### src/sv/mesf_pkg.sv
`timescale 1ns / 1ps

package mesf_pkg;

  // Parameter defaults
  localparam int MAX_RADIUS_DEF = 1023;
  localparam int COORD_BITS_DEF = 16;

  // Field and state widths
  localparam int RAD_W  = 10;
  localparam int RSQ_W  = 20;
  localparam int STEP_W = 11;
  localparam int TERM_W = 34;
  localparam int DEC_W  = 48;

  // Shared multiplier operand widths
  localparam int MUL_A_W = 33;
  localparam int MUL_B_W = 21;
  localparam int PROD_W  = MUL_A_W + MUL_B_W;

  // Item kinds
  localparam logic KIND_BEGIN   = 1'b0;
  localparam logic KIND_ADVANCE = 1'b1;

  typedef enum logic [3:0] {
    ST_IDLE,
    ST_SPAN2,
    ST_STEP_DEC,
    ST_B_SQX,
    ST_B_SQY,
    ST_B_CROSS,
    ST_B_P1,
    ST_QUARTER_1,
    ST_T_A1,
    ST_T_A2,
    ST_T_B1,
    ST_T_B2,
    ST_T_C,
    ST_T_SUM,
    ST_QUARTER_2
  } state_e;

  typedef struct packed {
    logic                      en;
    logic signed [MUL_A_W-1:0] a;
    logic signed [MUL_B_W-1:0] b;
  } mul_req_t;

  // Divide by four, truncating toward zero
  function automatic logic signed [DEC_W-1:0] quarter_trunc(input logic signed [DEC_W-1:0] v);
    logic signed [DEC_W-1:0] biased;
    biased = v[DEC_W-1] ? (v + DEC_W'(3)) : v;
    return biased >>> 2;
  endfunction

endpackage

### src/sv/mesf_mul.sv
`timescale 1ns / 1ps

module mesf_mul
  import mesf_pkg::*;
(
  input  logic                     clk_i,
  input  mul_req_t                 req_i,
  output logic signed [PROD_W-1:0] prod_o
);

  logic signed [PROD_W-1:0] prod_q;

  // Signed product, registered on request
  always_ff @(posedge clk_i) begin
    if (req_i.en) begin
      prod_q <= $signed(req_i.a) * $signed(req_i.b);
    end
  end

  assign prod_o = prod_q;

endmodule

### src/sv/midpoint_ellipse_span_fill.sv
`timescale 1ns / 1ps
// Begin: set-up runs ST_B_SQX to ST_QUARTER_1, on to ST_QUARTER_2 when region 1 is skipped;
// next transaction taken in ST_IDLE. Advance: first span registered on acceptance, second once
// the first is taken; ready in ST_IDLE, later when the step ends region 1 (plus output stall).
// Set-up cost comes from the single shared multiplier, one product per cycle.
// rst_ni (asynchronous, active low) leaves the block idle with no ellipse active.

module midpoint_ellipse_span_fill
  import mesf_pkg::*;
#(
  parameter int MAX_RADIUS = MAX_RADIUS_DEF,
  parameter int COORD_BITS = COORD_BITS_DEF
) (
  input  logic                         clk_i,
  input  logic                         rst_ni,
  // input transactions
  input  logic                         in_valid_i,
  output logic                         in_stall_o,
  input  logic                         kind_i,
  input  logic signed [COORD_BITS-1:0] center_x_i,
  input  logic signed [COORD_BITS-1:0] center_y_i,
  input  logic        [RAD_W-1:0]      radius_x_i,
  input  logic        [RAD_W-1:0]      radius_y_i,
  // output transactions
  output logic                         out_valid_o,
  input  logic                         out_stall_i,
  output logic signed [COORD_BITS:0]   span_left_o,
  output logic signed [COORD_BITS:0]   span_right_o,
  output logic signed [COORD_BITS:0]   span_row_o,
  output logic                         last_o
);

  localparam int OUT_W = COORD_BITS + 1;

  state_e state_q, state_d;

  logic active_q, in_region_two_q;
  logic signed [COORD_BITS-1:0] origin_x_q, origin_y_q;
  logic [RAD_W-1:0]         rx_q;
  logic [RSQ_W-1:0]         rx_sq_q, ry_sq_q;
  logic [STEP_W-1:0]        step_x_q;
  logic signed [STEP_W-1:0] step_y_q;
  logic signed [TERM_W-1:0] px_q, py_q;
  logic signed [DEC_W-1:0]  decision_q, acc_q;

  logic                    out_valid_q, last_q;
  logic signed [OUT_W-1:0] span_left_q, span_right_q, span_row_q;

  logic                     in_acc, out_free, span_load;
  logic [RAD_W-1:0]         rad_x_sat, rad_y_sat;
  logic signed [STEP_W-1:0] y_minus_one;
  logic                     dec_pos;
  logic                     at_last;
  mul_req_t                 mul_req;
  logic signed [PROD_W-1:0] prod;

  // Handshake
  assign out_free   = !out_valid_q || !out_stall_i;
  assign in_stall_o = !((state_q == ST_IDLE) && out_free);
  assign in_acc     = in_valid_i && !in_stall_o;

  // Radius clamp
  assign rad_x_sat = (32'(radius_x_i) > MAX_RADIUS) ? RAD_W'(MAX_RADIUS) : radius_x_i;
  assign rad_y_sat = (32'(radius_y_i) > MAX_RADIUS) ? RAD_W'(MAX_RADIUS) : radius_y_i;

  assign y_minus_one = step_y_q - STEP_W'(1);
  assign dec_pos     = !decision_q[DEC_W-1] && (decision_q != '0);
  assign at_last     = in_region_two_q && (step_y_q[STEP_W-1] || (step_y_q == '0));

  mesf_mul u_mul (
    .clk_i  (clk_i),
    .req_i  (mul_req),
    .prod_o (prod)
  );

  // Next state
  always_comb begin
    state_d = state_q;
    unique case (state_q)
      ST_IDLE: begin
        if (in_acc) begin
          if (kind_i == KIND_BEGIN) begin
            state_d = ST_B_SQX;
          end else if (active_q) begin
            state_d = ST_SPAN2;
          end
        end
      end
      ST_SPAN2: begin
        if (out_free) state_d = ST_STEP_DEC;
      end
      ST_STEP_DEC: begin
        state_d = (!in_region_two_q && (px_q >= py_q)) ? ST_T_A1 : ST_IDLE;
      end
      ST_B_SQX:     state_d = ST_B_SQY;
      ST_B_SQY:     state_d = ST_B_CROSS;
      ST_B_CROSS:   state_d = ST_B_P1;
      ST_B_P1:      state_d = ST_QUARTER_1;
      ST_QUARTER_1: state_d = (px_q >= py_q) ? ST_T_A1 : ST_IDLE;
      ST_T_A1:      state_d = ST_T_A2;
      ST_T_A2:      state_d = ST_T_B1;
      ST_T_B1:      state_d = ST_T_B2;
      ST_T_B2:      state_d = ST_T_C;
      ST_T_C:       state_d = ST_T_SUM;
      ST_T_SUM:     state_d = ST_QUARTER_2;
      ST_QUARTER_2: state_d = ST_IDLE;
      default:      state_d = ST_IDLE;
    endcase
  end

  // Outputs of the sequencer: multiplier requests and span loads
  always_comb begin
    mul_req.en = 1'b0;
    mul_req.a  = '0;
    mul_req.b  = '0;
    span_load  = 1'b0;
    unique case (state_q)
      ST_IDLE:  span_load = in_acc && (kind_i == KIND_ADVANCE) && active_q;
      ST_SPAN2: span_load = out_free;
      ST_B_SQX: begin
        mul_req.en = 1'b1;
        mul_req.a  = MUL_A_W'(rx_q);
        mul_req.b  = MUL_B_W'(rx_q);
      end
      ST_B_SQY: begin
        mul_req.en = 1'b1;
        mul_req.a  = MUL_A_W'(step_y_q);
        mul_req.b  = MUL_B_W'(step_y_q);
      end
      ST_B_CROSS: begin
        mul_req.en = 1'b1;
        mul_req.a  = MUL_A_W'(rx_sq_q);
        mul_req.b  = MUL_B_W'(step_y_q);
      end
      ST_T_A1: begin
        mul_req.en = 1'b1;
        mul_req.a  = MUL_A_W'(ry_sq_q);
        mul_req.b  = MUL_B_W'({step_x_q, 1'b1});
      end
      ST_T_A2: begin
        mul_req.en = 1'b1;
        mul_req.a  = prod[MUL_A_W-1:0];
        mul_req.b  = MUL_B_W'({step_x_q, 1'b1});
      end
      ST_T_B1: begin
        mul_req.en = 1'b1;
        mul_req.a  = MUL_A_W'(rx_sq_q);
        mul_req.b  = MUL_B_W'(y_minus_one);
      end
      ST_T_B2: begin
        mul_req.en = 1'b1;
        mul_req.a  = prod[MUL_A_W-1:0];
        mul_req.b  = MUL_B_W'(y_minus_one);
      end
      ST_T_C: begin
        mul_req.en = 1'b1;
        mul_req.a  = MUL_A_W'(rx_sq_q);
        mul_req.b  = MUL_B_W'(ry_sq_q);
      end
      default: ;
    endcase
  end

  // Control registers
  always_ff @(posedge clk_i or negedge rst_ni) begin
    if (!rst_ni) begin
      state_q         <= ST_IDLE;
      active_q        <= 1'b0;
      in_region_two_q <= 1'b0;
      out_valid_q     <= 1'b0;
    end else begin
      state_q <= state_d;
      if (span_load) begin
        out_valid_q <= 1'b1;
      end else if (!out_stall_i) begin
        out_valid_q <= 1'b0;
      end
      if ((state_q == ST_IDLE) && in_acc && (kind_i == KIND_BEGIN)) begin
        active_q        <= 1'b1;
        in_region_two_q <= 1'b0;
      end
      if ((state_q == ST_STEP_DEC) && in_region_two_q && step_y_q[STEP_W-1]) begin
        active_q <= 1'b0;
      end
      if (state_q == ST_QUARTER_2) begin
        in_region_two_q <= 1'b1;
      end
    end
  end

  // Datapath registers
  always_ff @(posedge clk_i) begin
    case (state_q)
      ST_IDLE: begin
        if (in_acc && (kind_i == KIND_BEGIN)) begin
          origin_x_q <= center_x_i;
          origin_y_q <= center_y_i;
          rx_q       <= rad_x_sat;
          step_x_q   <= '0;
          step_y_q   <= STEP_W'(rad_y_sat);
          px_q       <= '0;
        end
        // span at centre row plus y
        if (span_load) begin
          span_left_q  <= OUT_W'(32'(origin_x_q) - 32'(step_x_q));
          span_right_q <= OUT_W'(32'(origin_x_q) + 32'(step_x_q));
          span_row_q   <= OUT_W'(32'(origin_y_q) + 32'(step_y_q));
          last_q       <= 1'b0;
        end
      end
      ST_SPAN2: begin
        if (out_free) begin
          // span at centre row minus y, from the state before the step
          span_left_q  <= OUT_W'(32'(origin_x_q) - 32'(step_x_q));
          span_right_q <= OUT_W'(32'(origin_x_q) + 32'(step_x_q));
          span_row_q   <= OUT_W'(32'(origin_y_q) - 32'(step_y_q));
          last_q       <= at_last;
          if (!in_region_two_q) begin
            step_x_q <= step_x_q + STEP_W'(1);
            px_q     <= px_q + TERM_W'({ry_sq_q, 1'b0});
            if (!decision_q[DEC_W-1]) begin
              step_y_q <= y_minus_one;
              py_q     <= py_q - TERM_W'({rx_sq_q, 1'b0});
            end
          end else begin
            step_y_q <= y_minus_one;
            py_q     <= py_q - TERM_W'({rx_sq_q, 1'b0});
            if (!dec_pos) begin
              step_x_q <= step_x_q + STEP_W'(1);
              px_q     <= px_q + TERM_W'({ry_sq_q, 1'b0});
            end
          end
        end
      end
      ST_STEP_DEC: begin
        // px and py already hold their updated values
        if (!in_region_two_q) begin
          if (decision_q[DEC_W-1]) begin
            decision_q <= decision_q + DEC_W'(ry_sq_q) + DEC_W'(px_q);
          end else begin
            decision_q <= decision_q + DEC_W'(ry_sq_q) + DEC_W'(px_q) - DEC_W'(py_q);
          end
        end else begin
          if (dec_pos) begin
            decision_q <= decision_q + DEC_W'(rx_sq_q) - DEC_W'(py_q);
          end else begin
            decision_q <= decision_q + DEC_W'(rx_sq_q) - DEC_W'(py_q) + DEC_W'(px_q);
          end
        end
      end
      ST_B_SQY:   rx_sq_q <= RSQ_W'(prod);
      ST_B_CROSS: ry_sq_q <= RSQ_W'(prod);
      ST_B_P1: begin
        // 4*p1 = 4*ry^2 - 4*rx^2*ry + rx^2
        py_q  <= TERM_W'(prod) <<< 1;
        acc_q <= (DEC_W'(ry_sq_q) <<< 2) - (DEC_W'(prod) <<< 2) + DEC_W'(rx_sq_q);
      end
      ST_QUARTER_1: decision_q <= quarter_trunc(acc_q);
      // 4*p2 = ry^2*(2x+1)^2 + 4*rx^2*(y-1)^2 - 4*rx^2*ry^2
      ST_T_B1:      acc_q <= DEC_W'(prod);
      ST_T_C:       acc_q <= acc_q + (DEC_W'(prod) <<< 2);
      ST_T_SUM:     acc_q <= acc_q - (DEC_W'(prod) <<< 2);
      ST_QUARTER_2: decision_q <= quarter_trunc(acc_q);
      default: ;
    endcase
  end

  assign out_valid_o  = out_valid_q;
  assign span_left_o  = span_left_q;
  assign span_right_o = span_right_q;
  assign span_row_o   = span_row_q;
  assign last_o       = last_q;

  // Region 1 at rest must still have px below py
  a_region_one_order: assert property (@(posedge clk_i) disable iff (!rst_ni)
    (state_q == ST_IDLE) && active_q && !in_region_two_q |-> (px_q < py_q))
    else $error("region 1 idle with px >= py");

  // Region 2 keeps y non-negative outside the decision step
  a_region_two_y: assert property (@(posedge clk_i) disable iff (!rst_ni)
    (state_q == ST_IDLE) && active_q && in_region_two_q |-> !step_y_q[STEP_W-1])
    else $error("active ellipse with negative y");

  // Second span only while an ellipse runs
  a_span2_active: assert property (@(posedge clk_i) disable iff (!rst_ni)
    (state_q == ST_SPAN2) || (state_q == ST_STEP_DEC) |-> active_q)
    else $error("advance step without an active ellipse");

  // The final span is always the second of a pair and ends the ellipse
  a_last_ends: assert property (@(posedge clk_i) disable iff (!rst_ni)
    span_load && (state_q == ST_SPAN2) && at_last |=> ##1 !active_q)
    else $error("last span given but ellipse still active");

endmodule
### config.mk
export PLATFORM = sky130hd
export DESIGN_NAME = midpoint_ellipse_span_fill
export DESIGN_NICKNAME = d
export VERILOG_FILES = /design/src/sv/mesf_pkg.sv /design/src/sv/mesf_mul.sv /design/src/sv/midpoint_ellipse_span_fill.sv
export SDC_FILE = /design/constraint.sdc
export NUM_CORES = 2
export LEC_CHECK = 0
export BUFFER_PORTS_ARGS = -buffer_cell sky130_fd_sc_hd__buf_2
export CAP_MARGIN = 0
export CORE_UTILIZATION = 65
export CTS_BUF_LIST = sky130_fd_sc_hd__clkbuf_8 sky130_fd_sc_hd__clkbuf_16
export CTS_CLUSTER_DIAMETER = 120
export DETAILED_ROUTE_END_ITERATION = 12
export GPL_ROUTABILITY_DRIVEN = 1
export PLACE_DENSITY = 0.82
export SLEW_MARGIN = 20
export SYNTH_ARGS = -nofsm -noshare
export SYNTH_HDL_FRONTEND = slang
export SYNTH_HIERARCHICAL = 1
export SYNTH_SLANG_ARGS = --single-unit
### constraint.sdc
create_clock -name clk_i -period 11.3 [get_ports clk_i]
set_input_delay 2.26 -clock clk_i [delete_from_list [all_inputs] [get_ports clk_i]]
set_output_delay 2.26 -clock clk_i [all_outputs]
set_load 0.02 [all_outputs]
==> results.sh <==
export IMPL_outcome="complete, no violations"
export IMPL_fmax_mhz=95.3
export IMPL_rr_endpoint="u_mul/prod_o[35]"
export IMPL_cp_start_kind="flip-flop"
export IMPL_cts_setup_buffers=0
export IMPL_finalHoldViolCount=0
export IMPL_crit_arrival_ns=10.81
export IMPL_hold_end="active_q"
export IMPL_first_pass_iters=8
export IMPL_areaGrowthSynthToFinish_pct=4.74
export IMPL_cts_buffer_depth=3
export IMPL_drc_errors=0
export IMPL_core_area_um2=93900
export IMPL_synth_area_um2=61900
export IMPL_ios=111
export IMPL_worstRegToRegCells=33
export IMPL_end_kind="flip-flop"
export IMPL_synthesis_nets=8470
export IMPL_drt_wl_total_mm=185
export IMPL_grt_pass1_wl_mm=291
export IMPL_hold_start="active_q"
export IMPL_dieArea_um2=96500
export IMPL_layout_drive_gt1_share=0.0484
export IMPL_n_fill_cell=7364
export IMPL_worst_slew_margin_rel=0.192
export IMPL_finClkSkew_ns=0.0430
export IMPL_cts_hold_buf=0
export IMPL_syn_instance_count=7151
export IMPL_slowest_delay_ns=0.79
export IMPL_cts_buffers=45
export IMPL_cts_root_buf="clkbuf_16"
export IMPL_ff2ff_setup_slack_ns=0.81
export IMPL_period_needed_ns=10.49
export IMPL_multi_input_area_um2=45400
export IMPL_h_tree_depth=2
export IMPL_period_share=0.929
export IMPL_yosys_warnings=6
export IMPL_rows=112
export IMPL_grt_overflow=0
export IMPL_worstReg2RegStart="step_y_q[0]"
export IMPL_cts_tree="yes"
export IMPL_worst_pin_slew_ns=1.21
export IMPL_layout_commonest_cell="inv_1"
export IMPL_hp_class="reg -> reg"
export IMPL_grt_max_degree=52
export IMPL_hpwl_mm=146
export IMPL_die_h_um=311
export IMPL_whs_path_depth=2
export IMPL_track_usage=0.382
export IMPL_via_per_inst=6.36
export IMPL_grt_antenna_before_repair=6
export IMPL_port_buffers=110
export IMPL_register_area_um2=11100
export IMPL_fin_tns_setup_ns=0
export IMPL_final_cell_mix="inv_1 (1099), nand2_1 (802), fa_1 (704)"
export IMPL_rsz0062_at_grt="false"
export IMPL_cp_slowest_cell="a311oi_1"
export IMPL_clock_sinks=372
export IMPL_dr_first_iter_drc_count=5852
export IMPL_antenna_left=0
export IMPL_routedWlPerCell_um=22.1
export IMPL_routabilityCongestion=1.03
export IMPL_ctsResizeCount=0
export IMPL_clk_latency_ns=0.61
export IMPL_slew_violations=0
export IMPL_worstPathMaxFanout=33
export IMPL_start_util=0.659
export IMPL_final_nets=8387
export IMPL_grt_pass1_vias=53500
export IMPL_vias=53200
export IMPL_maxCapViolations=0
export IMPL_syn_area_per_cell_um2=8.66
export IMPL_critPathKind="reg -> reg"
export IMPL_clk_pin_slew_ns=0.06
export IMPL_die_x_um=311
export IMPL_required_ns=11.62
export IMPL_setup_viol=0
[per-layer routing]
metal  global-route usage  part of all wire
met1                0.516              0.39
met2                0.609              0.45
met3               0.0704              0.11
met4                0.152             0.044
met5                    0          0.000070
[state kept, by name (all words and copies together), names as in the netlist, 16 cells and up]
signal        flops
origin_x_q       16
origin_y_q       16
px_q             33
span_left_o      17
ry_sq_q          20
span_right_o     16
py_q             33
rx_sq_q          20
span_row_o       17
acc_q            48
decision_q       48
u_mul/prod_o     48
[layout make-up]
type / count / share of cell area
antenna: 3 / 0.000116
clock buffer: 45 / 0.0174
clock inverter: 38 / 0.00592
inverter: 1094 / 0.0633
multi-input combinational: 5367 / 0.700
sequential: 372 / 0.172
tap: 1254 / 0.0242
timing repair buffer: 188 / 0.0177
[worst max-delay path, delay by kind of cell (launching register included)]
kind	cells	cell delay [ns]
compound gates	10	3.22
xor+xnor	1	0.15
flops	1	0.53
simple gates	6	1.47
buf+inv	7	0.63
fa+ha+maj	9	4.20
[worst max-delay path by stage]
stage                      from          endpoint  slack [ns]  cells past startpoint
detailed placement  step_y_q[0]  u_mul/prod_o[35]        1.08                     32
finish              step_y_q[0]  u_mul/prod_o[35]        0.81                     33
floorplan           step_y_q[0]  u_mul/prod_o[42]        1.92                     34
global route         state_q[3]  u_mul/prod_o[44]        0.65                     27
CTS                 step_y_q[0]  u_mul/prod_o[35]        1.04                     33
global placement    step_y_q[0]  u_mul/prod_o[35]        1.10                     32
[metrics by stage]
stage | setup WS (ns) | utilization | hold slack, ns | instance area [um2] | instances
final | 0.807 | 0.691 | 0.584 | 64900 | 8361
after global routing | 0.653 | 0.691 | 0.605 | 64800 | 8360
after detailed placement | 1.08 | 0.675 | 0.566 | 63300 | 8275
after CTS | 1.04 | 0.691 | 0.582 | 64800 | 8358
after global placement | 1.10 | 0.674 | 0.567 | 63300 | 8275
after floorplan | 1.92 | - | 0.443 | 61900 | 7151
Power is left out: the tool's default activity adds up to more than one toggle a clock period on the data nets, which glitch-free logic cannot reach.
